`src/sws_pkg.sv`:
```
// shared types, constants and helpers for the square wave sound unit
package sws_pkg;

	localparam int unsigned WAVE_DEPTH = 16;
	localparam int unsigned WAVE_AW = $clog2(WAVE_DEPTH);

	localparam int unsigned SDIV_W = 12;
	localparam int unsigned FLEN_W = 17;
	localparam int unsigned CFG_W = 17;
	localparam int unsigned CFG_IDX_W = 1;
	localparam int unsigned PERIOD_W = 16;
	localparam int unsigned SCNT_W = 16;
	localparam int unsigned FCNT_W = 18;

	localparam logic [SDIV_W-1:0] SDIV_RESET = 12'd95;
	localparam logic [FLEN_W-1:0] FLEN_RESET = 17'd70224;

	localparam logic [CFG_IDX_W-1:0] CFG_SAMPLE_DIVIDER = 1'b0;
	localparam logic [CFG_IDX_W-1:0] CFG_FRAME_LENGTH = 1'b1;

	localparam logic [6:0] SAMPLE_HIGH = 7'd100;
	localparam logic [7:0] MASTER_ENABLE_RESET = 8'h01;
	localparam logic [11:0] WAVE_PAGE = 12'hFF3;

	localparam logic [15:0] ADDR_SWEEP_ONE = 16'hFF10;
	localparam logic [15:0] ADDR_LENGTH_ONE = 16'hFF11;
	localparam logic [15:0] ADDR_ENVELOPE_ONE = 16'hFF12;
	localparam logic [15:0] ADDR_PITCH_LOW_ONE = 16'hFF13;
	localparam logic [15:0] ADDR_PITCH_HIGH_ONE = 16'hFF14;
	localparam logic [15:0] ADDR_DUTY_TWO = 16'hFF16;
	localparam logic [15:0] ADDR_ENVELOPE_TWO = 16'hFF17;
	localparam logic [15:0] ADDR_PITCH_LOW_TWO = 16'hFF18;
	localparam logic [15:0] ADDR_PITCH_HIGH_TWO = 16'hFF19;
	localparam logic [15:0] ADDR_WAVE_0 = 16'hFF1A;
	localparam logic [15:0] ADDR_WAVE_1 = 16'hFF1B;
	localparam logic [15:0] ADDR_WAVE_2 = 16'hFF1C;
	localparam logic [15:0] ADDR_WAVE_3 = 16'hFF1D;
	localparam logic [15:0] ADDR_WAVE_4 = 16'hFF1E;
	localparam logic [15:0] ADDR_NOISE_0 = 16'hFF20;
	localparam logic [15:0] ADDR_NOISE_1 = 16'hFF21;
	localparam logic [15:0] ADDR_NOISE_2 = 16'hFF22;
	localparam logic [15:0] ADDR_NOISE_3 = 16'hFF23;
	localparam logic [15:0] ADDR_MASTER_0 = 16'hFF24;
	localparam logic [15:0] ADDR_MASTER_1 = 16'hFF25;
	localparam logic [15:0] ADDR_MASTER_2 = 16'hFF26;

	typedef enum logic [1:0] {
		OP_TICK  = 2'd0,
		OP_READ  = 2'd1,
		OP_WRITE = 2'd2,
		OP_NOP   = 2'd3
	} opcode_t;

	function automatic logic [7:0] duty_pattern(input logic [1:0] sel);
		logic [7:0] p;
		unique case (sel)
			2'd0: p = 8'h01;
			2'd1: p = 8'h81;
			2'd2: p = 8'h87;
			default: p = 8'h7E;
		endcase
		return p;
	endfunction

	// 4 * (2048 - f) for an 11-bit pitch
	function automatic logic [PERIOD_W-1:0] square_period(input logic [10:0] f);
		logic [11:0] diff;
		diff = 12'd2048 - {1'b0, f};
		return {2'b00, diff, 2'b00};
	endfunction

endpackage

```
`src/square_wave_sound_unit.sv`:
```
// top level: sound register file, square voice counters and result register
// the result is valid in the cycle after the request is accepted
// throughput: one request per cycle while out_ready holds, set by the single result register
// a request is taken while the result register is empty or being emptied
// reset: state registers clear, enable byte reads 1, sample divider 95,
// frame length 70224, no result pending
module square_wave_sound_unit (
	input  logic                             clk,
	input  logic                             arst_n,
	input  logic                             cfg_we,
	input  logic [sws_pkg::CFG_IDX_W-1:0]    cfg_index,
	input  logic [sws_pkg::CFG_W-1:0]        cfg_data,
	input  logic                             in_valid,
	output logic                             in_ready,
	input  logic [1:0]                       opcode,
	input  logic [15:0]                      address,
	input  logic [7:0]                       write_data,
	input  logic [7:0]                       tick_clocks,
	output logic                             out_valid,
	input  logic                             out_ready,
	output logic [7:0]                       read_data,
	output logic                             bus_error,
	output logic                             sample_valid,
	output logic [6:0]                       sample_value,
	output logic                             frame_end
);
	import sws_pkg::*;

	logic [SDIV_W-1:0] sample_divider_q;
	logic [FLEN_W-1:0] frame_length_q;

	logic [7:0] sweep_one_q, length_one_q, envelope_one_q, pitch_high_one_q;
	logic [1:0] duty_select_q;
	logic [7:0] envelope_two_q, pitch_low_two_q, pitch_high_two_q;
	logic [7:0] wave_regs_q [5];
	logic [7:0] noise_regs_q [4];
	logic [7:0] master_regs_q [3];
	logic [7:0] wave_pattern_q [WAVE_DEPTH];
	logic [PERIOD_W-1:0] period_q;
	logic [2:0] duty_step_q;
	logic [SCNT_W-1:0] sample_cnt_q;
	logic [FCNT_W-1:0] frame_cnt_q;

	logic out_valid_q;
	logic [7:0] read_data_q;
	logic bus_error_q, sample_valid_q, frame_end_q;
	logic [6:0] sample_value_q;

	opcode_t op;
	logic accept;
	logic is_tick, is_read, is_write;
	logic wave_hit;
	logic [WAVE_AW-1:0] wave_idx;

	logic [7:0] rd_val;
	logic rd_err, wr_err;
	logic [PERIOD_W-1:0] period_d;
	logic [2:0] duty_step_d;
	logic [SCNT_W-1:0] sample_sum, sample_cnt_d;
	logic [FCNT_W-1:0] frame_sum, frame_cnt_d;
	logic sv_d, fe_d;
	logic [6:0] sval_d;
	logic [7:0] pattern;

	assign op = opcode_t'(opcode);
	assign in_ready = !out_valid_q || out_ready;
	assign accept = in_valid && in_ready;
	assign is_tick = (op == OP_TICK);
	assign is_read = (op == OP_READ);
	assign is_write = (op == OP_WRITE);
	assign wave_hit = (address[15:4] == WAVE_PAGE);
	assign wave_idx = address[WAVE_AW-1:0];

	// bus read decode
	always_comb begin
		rd_val = '0;
		rd_err = 1'b0;
		if (wave_hit) begin
			rd_val = wave_pattern_q[wave_idx];
		end else begin
			unique case (address)
				ADDR_SWEEP_ONE: rd_val = sweep_one_q;
				ADDR_LENGTH_ONE: rd_val = length_one_q;
				ADDR_ENVELOPE_ONE: rd_val = envelope_one_q;
				ADDR_PITCH_LOW_ONE: rd_val = 8'hFF;
				ADDR_PITCH_HIGH_ONE: rd_val = pitch_high_one_q;
				ADDR_DUTY_TWO: rd_val = {duty_select_q, 6'd0};
				ADDR_ENVELOPE_TWO: rd_val = envelope_two_q;
				ADDR_PITCH_HIGH_TWO: rd_val = pitch_high_two_q;
				ADDR_WAVE_0: rd_val = wave_regs_q[0];
				ADDR_WAVE_1: rd_val = wave_regs_q[1];
				ADDR_WAVE_2: rd_val = wave_regs_q[2];
				ADDR_WAVE_4: rd_val = wave_regs_q[4];
				ADDR_NOISE_0: rd_val = noise_regs_q[0];
				ADDR_NOISE_1: rd_val = noise_regs_q[1];
				ADDR_NOISE_2: rd_val = noise_regs_q[2];
				ADDR_NOISE_3: rd_val = noise_regs_q[3];
				ADDR_MASTER_0: rd_val = master_regs_q[0];
				ADDR_MASTER_1: rd_val = master_regs_q[1];
				ADDR_MASTER_2: rd_val = master_regs_q[2];
				default: rd_err = 1'b1;
			endcase
		end
	end

	// bus write map check
	always_comb begin
		wr_err = 1'b0;
		if (!wave_hit) begin
			unique case (address)
				ADDR_SWEEP_ONE, ADDR_LENGTH_ONE, ADDR_ENVELOPE_ONE, ADDR_PITCH_LOW_ONE,
				ADDR_PITCH_HIGH_ONE, ADDR_DUTY_TWO, ADDR_ENVELOPE_TWO,
				ADDR_PITCH_LOW_TWO, ADDR_PITCH_HIGH_TWO,
				ADDR_WAVE_0, ADDR_WAVE_1, ADDR_WAVE_2, ADDR_WAVE_3, ADDR_WAVE_4,
				ADDR_NOISE_0, ADDR_NOISE_1, ADDR_NOISE_2, ADDR_NOISE_3,
				ADDR_MASTER_0, ADDR_MASTER_1, ADDR_MASTER_2: wr_err = 1'b0;
				default: wr_err = 1'b1;
			endcase
		end
	end

	// tick update
	always_comb begin
		pattern = duty_pattern(duty_select_q);
		if ({8'd0, tick_clocks} > period_q) begin
			period_d = square_period({pitch_high_two_q[2:0], pitch_low_two_q});
			duty_step_d = duty_step_q + 3'd1;
		end else begin
			period_d = period_q - {8'd0, tick_clocks};
			duty_step_d = duty_step_q;
		end
		sample_sum = sample_cnt_q + {8'd0, tick_clocks};
		frame_sum = frame_cnt_q + {10'd0, tick_clocks};
		sample_cnt_d = sample_sum;
		frame_cnt_d = frame_sum;
		sv_d = 1'b0;
		fe_d = 1'b0;
		sval_d = '0;
		if (frame_sum >= {1'b0, frame_length_q}) begin
			sample_cnt_d = '0;
			frame_cnt_d = '0;
			fe_d = 1'b1;
		end else if (sample_sum >= {4'd0, sample_divider_q}) begin
			sample_cnt_d = '0;
			sv_d = 1'b1;
			sval_d = pattern[3'd7 - duty_step_d] ? SAMPLE_HIGH : 7'd0;
		end
	end

	always_ff @(posedge clk or negedge arst_n) begin
		if (!arst_n) begin
			sample_divider_q <= SDIV_RESET;
			frame_length_q <= FLEN_RESET;
		end else if (cfg_we) begin
			unique case (cfg_index)
				CFG_SAMPLE_DIVIDER: sample_divider_q <= cfg_data[SDIV_W-1:0];
				CFG_FRAME_LENGTH: frame_length_q <= cfg_data[FLEN_W-1:0];
				default: ;
			endcase
		end
	end

	always_ff @(posedge clk or negedge arst_n) begin
		if (!arst_n) begin
			sweep_one_q <= '0;
			length_one_q <= '0;
			envelope_one_q <= '0;
			pitch_high_one_q <= '0;
			duty_select_q <= '0;
			envelope_two_q <= '0;
			pitch_low_two_q <= '0;
			pitch_high_two_q <= '0;
			for (int i = 0; i < 5; i++) wave_regs_q[i] <= '0;
			for (int i = 0; i < 4; i++) noise_regs_q[i] <= '0;
			master_regs_q[0] <= '0;
			master_regs_q[1] <= '0;
			master_regs_q[2] <= MASTER_ENABLE_RESET;
			for (int i = 0; i < WAVE_DEPTH; i++) wave_pattern_q[i] <= '0;
			period_q <= '0;
			duty_step_q <= '0;
			sample_cnt_q <= '0;
			frame_cnt_q <= '0;
		end else if (accept) begin
			if (is_tick) begin
				period_q <= period_d;
				duty_step_q <= duty_step_d;
				sample_cnt_q <= sample_cnt_d;
				frame_cnt_q <= frame_cnt_d;
			end else if (is_write) begin
				if (wave_hit) begin
					wave_pattern_q[wave_idx] <= write_data;
				end else begin
					unique case (address)
						ADDR_SWEEP_ONE: sweep_one_q <= write_data;
						ADDR_LENGTH_ONE: length_one_q <= write_data;
						ADDR_ENVELOPE_ONE: envelope_one_q <= write_data;
						ADDR_PITCH_HIGH_ONE: pitch_high_one_q <= write_data;
						ADDR_DUTY_TWO: duty_select_q <= write_data[7:6];
						ADDR_ENVELOPE_TWO: envelope_two_q <= write_data;
						ADDR_PITCH_LOW_TWO: pitch_low_two_q <= write_data;
						ADDR_PITCH_HIGH_TWO: begin
							pitch_high_two_q <= write_data;
							// trigger reloads from the new pitch
							if (write_data[7])
								period_q <= square_period({write_data[2:0], pitch_low_two_q});
						end
						ADDR_WAVE_0: wave_regs_q[0] <= write_data;
						ADDR_WAVE_1: wave_regs_q[1] <= write_data;
						ADDR_WAVE_2: wave_regs_q[2] <= write_data;
						ADDR_WAVE_3: wave_regs_q[3] <= write_data;
						ADDR_WAVE_4: wave_regs_q[4] <= write_data;
						ADDR_NOISE_0: noise_regs_q[0] <= write_data;
						ADDR_NOISE_1: noise_regs_q[1] <= write_data;
						ADDR_NOISE_2: noise_regs_q[2] <= write_data;
						ADDR_NOISE_3: noise_regs_q[3] <= write_data;
						ADDR_MASTER_0: master_regs_q[0] <= write_data;
						ADDR_MASTER_1: master_regs_q[1] <= write_data;
						ADDR_MASTER_2: master_regs_q[2] <= write_data;
						default: ;
					endcase
				end
			end
		end
	end

	// result register
	always_ff @(posedge clk or negedge arst_n) begin
		if (!arst_n) begin
			out_valid_q <= 1'b0;
		end else if (in_ready) begin
			out_valid_q <= in_valid;
		end
	end

	always_ff @(posedge clk) begin
		if (accept) begin
			read_data_q <= is_read ? rd_val : 8'd0;
			bus_error_q <= (is_read && rd_err) || (is_write && wr_err);
			sample_valid_q <= is_tick && sv_d;
			sample_value_q <= is_tick ? sval_d : 7'd0;
			frame_end_q <= is_tick && fe_d;
		end
	end

	assign out_valid = out_valid_q;
	assign read_data = read_data_q;
	assign bus_error = bus_error_q;
	assign sample_valid = sample_valid_q;
	assign sample_value = sample_value_q;
	assign frame_end = frame_end_q;

endmodule

```
`config.mk`:
```
export PLATFORM = sky130hd
export DESIGN_NAME = square_wave_sound_unit
export DESIGN_NICKNAME = d
export VERILOG_FILES = /design/src/sws_pkg.sv /design/src/square_wave_sound_unit.sv
export SDC_FILE = /design/constraint.sdc
export NUM_CORES = 1
export LEC_CHECK = 0
export BUFFER_PORTS_ARGS = -buffer_cell sky130_fd_sc_hd__buf_4
export CORE_UTILIZATION = 60
export CTS_CLUSTER_DIAMETER = 100
export DETAILED_ROUTE_END_ITERATION = 8
export HOLD_SLACK_MARGIN = 0.02
export PLACE_DENSITY = 0.78
export SETUP_SLACK_MARGIN = 0.05
export SYNTH_ARGS = -nofsm -noshare
export SYNTH_HDL_FRONTEND = slang
export SYNTH_SLANG_ARGS = --single-unit
```
`constraint.sdc`:
```
create_clock -name clk -period 7.2 [get_ports clk]
set_input_delay 0.36 -clock clk [delete_from_list [all_inputs] [get_ports clk]]
set_output_delay 0.36 -clock clk [all_outputs]
set_load 0.02 [all_outputs]
```
; After elaboration in Yosys (flattened, before gate mapping)
; Cells that the tools add are included.
[totals]
inputBits = 57
out_inout_bits = 20
ff_bits = 375
[classes]
magnitude_cmp = 6
reduce_logical = 41
muxes = 29
add_sub_neg = 7
n_eq_ne = 27
n_bitwise = 5
[ops]
columns = operator, n
row1 = $eq A16 B16 Y1 const B, 21
row2 = $pmux W8 S19, 1
row3 = $bwmux W128, 1
row4 = $mux W16, 8
row5 = $reduce_and A5 Y1, 20
row6 = $bmux W8 S4, 1
row7 = $demux W8 S4, 1
row8 = $mux W8, 4
row9 = $pmux W8 S3, 1
row10 = $sub A12 B11 Y12 const A, 2
row11 = $reduce_or A21 Y1, 1
row12 = $reduce_or A19 Y1, 1
row13 = $add A18 B8 Y18, 1
row14 = $ge A18 B17 Y1, 1
row15 = $mux W18, 1
row16 = $add A16 B8 Y16, 1
row17 = $ge A16 B12 Y1, 1
row18 = $gt A8 B16 Y1, 1
row19 = $sub A16 B8 Y16, 1
row20 = $eq A12 B12 Y1 const B, 1
row21 = $mux W1, 8
row22 = $mux W7, 1
row23 = $logic_and A1 B1 Y1, 6
row24 = $reduce_and A2 Y1, 3
row25 = other kinds (18), 27

; Longest topological paths before layout
; Gate-level depths: netlist of run 1.
[logic_depth]
depth_word = 6
mapped_depth = 20
depth_no_buf = 19

; Least setup slack after synthesis of run 1
; Ideal clock, no wire load.
[synth_path]
path_type = in2reg
from = input tick_clocks[0]
to = register frame_cnt_q[8]
setup_slack_ns = 3.339
arrival_ns = 3.717
stages = 20
n_path_buf = 1
required_time_ns = 7.056
path_cell_list = ha_1 > inv_1 > fa_1 > nor2b_1 > o21ai_0 > a21oi_1 > o41ai_1 > nor2_1 > nand3_1 > xnor2_1 > ha_1 > nand3_1 > or2_2 > nor4_1 > a211oi_1 > nand3_1 > clkbuf_1 > o21ai_0 > nand2_1 > o31ai_1
[synth_via]
elab_chain_len = 3
[synth_lines]
columns = item, line
row1 = from (decl), square_wave_sound_unit.sv:18  ; input logic [7:0] tick_clocks,
row2 = $add A18 B8 Y18 *, square_wave_sound_unit.sv:133  ; frame_sum = frame_cnt_q + {10'd0, tick_clocks};
row3 = $ge A18 B17 Y1, square_wave_sound_unit.sv:139  ; if (frame_sum >= {1'b0, frame_length_q}) begin
row4 = $mux W18 *, square_wave_sound_unit.sv:139
row5 = to (signal assigned), square_wave_sound_unit.sv:188  ; frame_cnt_q <= frame_cnt_d;
row6 = to (decl), square_wave_sound_unit.sv:42  ; logic [FCNT_W-1:0] frame_cnt_q;
; Every way passes the cells marked *; elsewhere a longest branch is shown, timed or not.
; A chain may end at the register's enable or synchronous reset.

; Worst setup path after layout of run 1
[layout_path]
from = register frame_cnt_q[0]
to = register frame_cnt_q[11]
[layout_via]
elab_chain_len = 3
[layout_lines]
columns = item, line
row1 = $add A18 B8 Y18 *, square_wave_sound_unit.sv:133
row2 = $ge A18 B17 Y1, square_wave_sound_unit.sv:139
row3 = $mux W18 *, square_wave_sound_unit.sv:139
; Marks and branches as above.

==> metrics.md, run 1 <==
| Metric | Value |
|---|---|
| Final Setup Violations | `0` |
| Longest Clk Path Bufs | `3` |
| Clk Tree Root Cell | `clkbuf_16` |
| Static leakage | `roughly 10 nW` |
| Switching pwr | `1.69 mW` |
| Largest delay share family, worst path | `simple AND/OR/NAND/NOR gates` |
| Proportion of layout cells with a drive suffix above 1 | `33.3%` |
| IO Port Bufs | `72` |
| Clock slew at reported path FFs | `0.06 ns` |
| Antenna cells | `0` |
| CP cell instances | `ha_1 > inv_1 > fa_1 > nor2b_1 > o21ai_0 > a21oi_1 > o41ai_1 > nor2_1 > nand3_1 > xnor2_1 > ha_1 > and3_1 > o21ai_0 > a21oi_1 > a211oi_1 > nand3_1 > nor2_1 > nand2_1 > o21ai_0` |
| I/O Pins | `just under 80` |
| Gr ovfl total | `0` |
| Clock power frac | `36.8%` |
| Antenna violations before repair | `0` |
| Sequential fraction of design power | `40.8%` |
| Grt peak-use layer | `met2` |
| Worst Hold Class | `in -> reg` |
| Synth Register Bits | `369` |
| HPWL Detailed | `approximately 30000 um` |
| P&R area growth vs syn | `11.0%` |
| Worst endpoint required time | `7.65 ns` |
| DR vias/cell | `6.48` |
| CTS Hold Bufs | `1` |
| RSZ-0062 raised after global routing | `false` |
| Sequential cell area fraction in the yosys report | `49.2%` |
| CP Capture Type | `flip-flop` |
| CP max stage cell | `nand3_1` |
| Max Cap Viol | `0` |
| DRT iter0 DRCs | `between 1000 and 1500` |
| Filler cells | `2201` |
| Vias | `roughly 13000` |
| Deepest level of the CTS H-tree | `2` |
| Final TNS setup | `0 ns` |
| TritonCTS Buffers | `39` |
| DR pass1 iterations | `7` |
| WS Path Type | `reg -> reg` |
| Hold path depth | `2` |
| GRT Util Overall | `28.9%` |
| Post-cts resize count | `0` |
| Die Ht | `around 180 um` |
| Routed WL per cell | `22.9 um` |
| Mean Syn Cell Area | `roughly 12 um2` |
| GPL Wtd Cong | `0.910` |
| Setup slack, reg-to-reg | `2.02 ns` |
| Clk_lat worst skew | `0.53 ns` |
| Max Clk Rate | `0.193 GHz` |
| Comb power frac | `22.5%` |
| Starting Density | `just over 60%` |
| Crit path DAT | `approximately 5.6 ns` |
| Largest net degree at the start of global routing | `around 170` |
| Hold_sp | `in_valid` |
| Antenna Nets Post-Route | `0` |
| Worst VDD drop | `0.210 mV` |
| Int Power | `3.99 mW` |
| Reg2reg end | `frame_cnt_q[11]` |
| Clock Sink Count | `369` |
| Area of the core | `0.0308 mm2` |
| Worst Max-Slew Pin Slew | `1.21 ns` |
| Met3 Usage GRT | `3.83%` |
| Setup bufs post-CTS | `0` |
| FP Rows | `64` |
| Routed Wire Length | `45600 um` |
| Critical path peak fanout | `22` |
| Slew Viols, Final | `0` |
| Vias in the first global route | `13300` |
| Util after Layout | `68.1%` |
| Ys flop type | `dfrtp_1` |
| Slew HR | `between 10% and 20%` |
| Worst reg2reg startpoint | `frame_cnt_q[0]` |
| Period utilization | `71.9%` |
| Power Dens Cells | `about 270 mW/mm2` |
| CP Launch Point | `frame_cnt_q[0]` |
| DIE WIDTH | `between 150 and 200 um` |
| CTS tree | `built` |
| Total of warnings raised by yosys | `0` |
| Delay of the slowest critical-path stage | `0.72 ns` |
| Outcome | `finished with violations` |
| Die area | `between 0.03 and 0.04 mm2` |
| Async SR Flop Fraction | `a little over nine tenths` |
| Global-route wire length before repair | `73600 um` |
| Min Clock Period, post-route | `5.18 ns` |
| Switch share | `between 20% and 30%` |
| DRC Markers | `6` |
| Worst r2r path cells | `19` |
| Final Hold Vio Count | `0` |
| Synth unique cells | `80` |
| Post-synth EDFFs | `12` |
| Worst path depth | `19` |
| Met2 usage | `46.4%` |
| Mapped Area | `roughly 0.019 mm2` |
| Hold endpoint | `out_valid` |
| Synth Instances | `1525` |
| Worst Clk Skew | `0.0159 ns` |
| Most frequent CP cell | `o21ai_0` |
| Failing checks | `design-rule violations` |
| Nets@finish | `1682` |
| CP startpoint kind | `flip-flop` |
| Worst path bufs/invs | `1` |
| Global-route met1 utilization | `approximately 40%` |
==> through the flow <==
step / power [mW] / setup slack (ns) / instance area (um2) / hold slack [ns] / instances
floorplan: 3.23 / 3.34 / 18900 / 0.0644 / 1528
global placement: 3.56 / 2.22 / 19700 / 0.466 / 1919
detailed placement: 3.60 / 2.04 / 19700 / 0.471 / 1919
CTS: 5.70 / 2.13 / 21000 / 0.0289 / 1992
global route: 5.95 / 1.67 / 21000 / 0.0455 / 1992
finish: 5.68 / 2.02 / 21000 / 0.0399 / 1992
==> cells in the mapped netlist (all sizes together) (12+ instances only) <==
library cell / count / area [um2]
xor2: 14 / 123
dfstp: 12 / 315
edfxtp: 12 / 360
a22o: 22 / 193
a22oi: 13 / 97.6
inv: 56 / 210
o21ai: 59 / 295
nor2: 68 / 303
nand3: 28 / 150
a21o: 14 / 105
mux2: 301 / 3390
clkbuf: 55 / 206
a221oi: 19 / 166
xnor2: 32 / 280
dfrtp: 345 / 8630
a31oi: 12 / 75.1
nand2b: 18 / 113
nor2b: 14 / 87.6
a21oi: 34 / 170
mux4: 40 / 901
nand2: 100 / 380
nor3: 23 / 186
ha: 57 / 713
buf: 28 / 160
==> kinds of logic (layout without fill, tap and decap cells) <==
kind of cell / Yosys count / count (layout) / share of synthesized area [%]
fa+ha+maj: 60 / 60 / 4.09
compound gates: 260 / 260 / 9.94
buf+inv: 139 / 207 / 3.05
other cells: 1 / 4 / 0.0198
flops: 369 / 369 / 49.2
xor+xnor: 46 / 46 / 2.13
mux: 345 / 345 / 22.9
simple gates: 305 / 305 / 8.67
==> power groups by stage <==
stage | logic (mW) | clock network, mW | registers [mW]
floorplan | 0.915 | 0 | 2.32
global placement | 1.22 | 0 | 2.34
detailed placement | 1.26 | 0 | 2.35
CTS | 1.27 | 2.12 | 2.31
global route | 1.42 | 2.20 | 2.33
finish | 1.28 | 2.09 | 2.32
==> worst register-to-register path, stage by stage, from the launching register on <==
cell      delay [ns]
dfrtp_1         0.38
ha_1            0.21
inv_1           0.08
fa_1            0.20
nor2b_1         0.06
o21ai_0         0.22
a21oi_1         0.13
o41ai_1         0.62
nor2_1          0.33
nand3_1         0.21
xnor2_1         0.13
ha_1            0.28
and3_1          0.19
o21ai_0         0.16
a21oi_1         0.09
a211oi_1        0.35
nand3_1         0.72
nor2_1          0.50
nand2_1         0.09
o21ai_0         0.15
==> layout by cell type (no fill, tap or decap), types with 18 or more instances in the layout <==
cell,n
a21oi_1,34
a221oi_1,19
a22o_1,22
buf_4,76
clkbuf_16,40
dfrtp_1,345
ha_1,57
inv_1,56
mux2_2,301
mux4_2,40
nand2_1,98
nand2b_1,18
nand3_1,26
nor2_1,57
o21ai_0,57
xnor2_1,32
==> worst max-delay path by stage <==
stage          slack, ns               to
6_report            2.02  frame_cnt_q[11]
5_1_grt             1.67  frame_cnt_q[11]
4_1_cts             2.13  frame_cnt_q[11]
3_5_place_dp        2.04  frame_cnt_q[11]
3_3_place_gp        2.22  frame_cnt_q[10]
2_1_floorplan       3.34   frame_cnt_q[8]
==> area by class of cell <==
class                           instances  area (um2)  area share (%)
Sequential cell                       369        9310            44.3
Multi-Input combinational cell       1020        9040            43.0
Clock buffer                           53        1070            5.09
Timing Repair Buffer                   79         616            2.93
Tap cell                              396         495            2.36
Clock inverter                         19         263            1.25
Inverter                               56         210            1.00
==> registers in the layout, indices dropped and copies added (netlist names), 8 cells and up <==
signal / cells
pitch_low_two_q: 8
sample_divider_q: 12
sweep_one_q: 8
frame_cnt_q: 18
envelope_two_q: 8
length_one_q: 8
master_regs_q: 24
envelope_one_q: 8
wave_pattern_q: 128
read_data: 8
period_q: 16
pitch_high_one_q: 8
pitch_high_two_q: 8
sample_cnt_q: 16
frame_length_q: 17
wave_regs_q: 32
noise_regs_q: 32
==> per-layer routing <==
layer	part of all wire [%]	up-vias
met2	48	480
met4	3.7	0
met5	0	-
li1	-	5707
met1	43	6605
met3	5.6	116
Note: power is estimated with default switching activity, not from simulation.
==> inputs of run 2 (changes only) <==
==> constraint.sdc (replaced) <==
create_clock -name clk -period 4.9 [get_ports clk]
set_input_delay 0.245 -clock clk [delete_from_list [all_inputs] [get_ports clk]]
set_output_delay 0.245 -clock clk [all_outputs]
set_load 0.02 [all_outputs]
==> run 2 against run 1 <==
The run still ends with design-rule violations left. Global-route usage grew 0.58 points. Combinational power rose by 48%. Core utilization up 0.99 points. Die area is the same. Non-clock buffer count rose by 21. Clock skew decreased by 0.0031 ns. Wire length increased by 0.76%. First-iteration DRC count up 10%. Register-to-register slack lost 1.5 ns. Sequential power up 47%. Cell count up 1.1%. Largest cell class unchanged. Largest power group unchanged.
==> metrics.md, run 2 (synthesis results as in run 1) <==
| Metric | Value |
|---|---|
| Outcome | `finished with violations (unchanged)` |
| Failing checks | `design-rule violations (unchanged)` |
| FP Rows | `64 (unchanged)` |
| CP startpoint kind | `flip-flop (unchanged)` |
| DR pass1 iterations | `9 (was 7)` |
| Clock Sink Count | `369 (unchanged)` |
| Worst Hold Class | `in -> reg (unchanged)` |
| Routed WL per cell | `22.8 um (was 22.9 um)` |
| Nets@finish | `1704 (was 1682)` |
| I/O Pins | `77 (unchanged)` |
| GPL Wtd Cong | `0.893 (was 0.910)` |
| Fin area | `0.0213 mm2 (was 0.0210 mm2)` |
| DIE WIDTH | `180 um (unchanged)` |
| Antenna Nets Post-Route | `0 (unchanged)` |
| Crit path DAT | `4.85 ns (was 5.63 ns)` |
| Critical path peak fanout | `20 (was 22)` |
| CTS tree | `built (unchanged)` |
| Filler cells | `2145 (was 2201)` |
| Setup slack, reg-to-reg | `0.47 ns (was 2.02 ns)` |
| Final Setup Violations | `0 (unchanged)` |
| Commonest non-fill, non-tap cell in the layout | `dfrtp_1 (unchanged)` |
| Worst path bufs/invs | `2 (was 1)` |
| Die Ht | `180 um (unchanged)` |
| IO Port Bufs | `72 (unchanged)` |
| Worst Clk Skew | `0.0128 ns (was 0.0159 ns)` |
| WS Path Type | `reg -> reg (unchanged)` |
| GRT Util Overall | `29.5% (was 28.9%)` |
| Vias in the first global route | `13600 (was 13300)` |
| Die area | `0.0322 mm2 (unchanged)` |
| HPWL Detailed | `30500 um (was 30200 um)` |
| CP Capture Type | `flip-flop (unchanged)` |
| Gr ovfl total | `0 (unchanged)` |
| Util after Layout | `69.1% (was 68.1%)` |
| Hold slack | `0.0526 ns (was 0.0399 ns)` |
| Worst VDD drop | `0.278 mV (was 0.210 mV)` |
| Max Cap Viol | `0 (unchanged)` |
| DRC Markers | `6 (unchanged)` |
| RSZ-0062 raised after global routing | `false (unchanged)` |
| DRT iter0 DRCs | `1146 (was 1038)` |
| Leading cell types in the layout, fill and taps excluded | `dfrtp_1, mux2_2, nand2_1 (unchanged)` |
| Final TNS setup | `0 ns (unchanged)` |
| DR vias/cell | `6.41 (was 6.48)` |
| TritonCTS Buffers | `40 (was 39)` |
| Worst endpoint required time | `5.32 ns (was 7.65 ns)` |
| Antenna violations before repair | `0 (unchanged)` |
| Static leakage | `10.1 nW (was 9.96 nW)` |
| Placed insts | `1921 (was 1919)` |
| Vias | `12900 (about the same)` |
| Deepest level of the CTS H-tree | `2 (unchanged)` |
| Starting Density | `61.4% (unchanged)` |
| Clock slew at reported path FFs | `0.06 ns (about the same)` |
| Post-Layout Cell Count | `2013 (was 1992)` |
| Slew Viols, Final | `0 (unchanged)` |
| Placed cell area | `0.0197 mm2 (about the same)` |
| Final Hold Vio Count | `0 (unchanged)` |
| Proportion of layout cells with a drive suffix above 1 | `33.4% (was 33.3%)` |
| P&R area growth vs syn | `12.6% (was 11.0%)` |
| Register name with the most flops | `wave_pattern_q (unchanged)` |
| Longest Clk Path Bufs | `3 (unchanged)` |
| CP cell instances | `ha_1 > inv_1 > fa_1 > nor2b_1 > o21ai_0 > a21oi_1 > o41ai_2 > nor2_2 > nand3_1 > xnor2_1 > ha_1 > nand4_1 > or2_2 > nor4_1 > a211oi_2 > nand3_1 > buf_4 > nor2_1 > a22o_1 (was ha_1 > inv_1 > fa_1 > nor2b_1 > o21ai_0 > a21oi_1 > o41ai_1 > nor2_1 > nand3_1 > xnor2_1 > ha_1 > and3_1 > o21ai_0 > a21oi_1 > a211oi_1 > nand3_1 > nor2_1 > nand2_1 > o21ai_0)` |
| Largest delay share family, worst path | `simple AND/OR/NAND/NOR gates (unchanged)` |
| Area of the core | `0.0308 mm2 (unchanged)` |
| Routed Wire Length | `46000 um (was 45600 um)` |
| Delay of the slowest critical-path stage | `0.40 ns (was 0.72 ns)` |
| Slew HR | `21.0% (was 19.6%)` |
| Worst Max-Slew Pin Slew | `1.18 ns (was 1.21 ns)` |
| Clk Tree Root Cell | `clkbuf_16 (unchanged)` |
| CP max stage cell | `fa_1 (was nand3_1)` |
| Largest regs | `wave_pattern_q x128, noise_regs_q x32, wave_regs_q x32 (unchanged)` |
| Min Clock Period, post-route | `4.43 ns (was 5.18 ns)` |
| Setup bufs post-CTS | `0 (unchanged)` |
| Period utilization | `90.4% (was 71.9%)` |
| Power Dens Cells | `398 mW/mm2 (was 270 mW/mm2)` |
| Max Clk Rate | `0.226 GHz (was 0.193 GHz)` |
| Global-route wire length before repair | `74700 um (was 73600 um)` |
| Clk_lat worst skew | `0.53 ns (about the same)` |
| Antenna cells | `0 (unchanged)` |
| Max FFs per register | `128 (unchanged)` |
| Largest net degree at the start of global routing | `131 (was 165)` |
run 2: cell type report:
class,instances,area (um2),share of cell area (%)
sequential,369,9310,43.7
multi-input combinational,1020,9060,42.5
clock buffer,59,1180,5.55
timing repair buffer,100,833,3.91
tap,396,495,2.33
clock inverter,13,220,1.03
inverter,56,210,0.986
run 2: path summary, 6_finish.rpt:
| path | cells past startpoint | startpoint | endpoint |
|---|---|---|---|
| max | 19 | frame_cnt_q[0] | frame_cnt_q[9] |
| min | 3 | tick_clocks[0] | period_q[0] |
| max reg2reg | 19 | frame_cnt_q[0] | frame_cnt_q[9] |
| min reg2reg | 2 | frame_cnt_q[7] | frame_cnt_q[7] |
| max in group asynchronous | 3 | arst_n | master_regs_q[20] |
| min in group asynchronous | 2 | arst_n | frame_length_q[1] |
run 2: repair_timing:
action                                 in CTS  in global routing
resized for setup                           0                  3
hold buffers                               20                  0
setup endpoints to repair                   0                 22
endpoints found under the hold margin     119                  0
run 2: power by group:
group | switching (mW) | internal, mW | leakage, nW
clock | 1.23 | 1.95 | 0.689
sequential | 0.154 | 3.25 | 4.96
combinational | 1.12 | 0.778 | 4.45
run 2: per-layer routing:
layer	vias to the layer above	routed length [um]	GRT usage, %	part of all wire, %
met5	-	0	0	0
met4	0	1520	11.1	3.3
met3	103	2840	4.56	6.2
met2	462	22600	48.8	49
met1	6587	19000	39.5	41
li1	5758	-	-	-
run 2: stage by stage:
step | power, mW | setup slack, ns
2_1_floorplan | 4.75 | 1.07
3_3_place_gp | 5.22 | 0.531
3_5_place_dp | 5.30 | 0.175
4_1_cts | 8.49 | 0.168
5_1_grt | 8.88 | 0.148
6_report | 8.48 | 0.472
run 2: worst reg2reg max path: cells and delay by family (launching register included):
kind	cells	cell delay [ns]
AND/OR/NAND/NOR	8	1.65
AO/OA/AOI/OAI	5	0.91
adder cells (fa/ha/maj)	3	0.91
flip-flops	1	0.37
XOR/XNOR	1	0.16
buffers and inverters	2	0.33
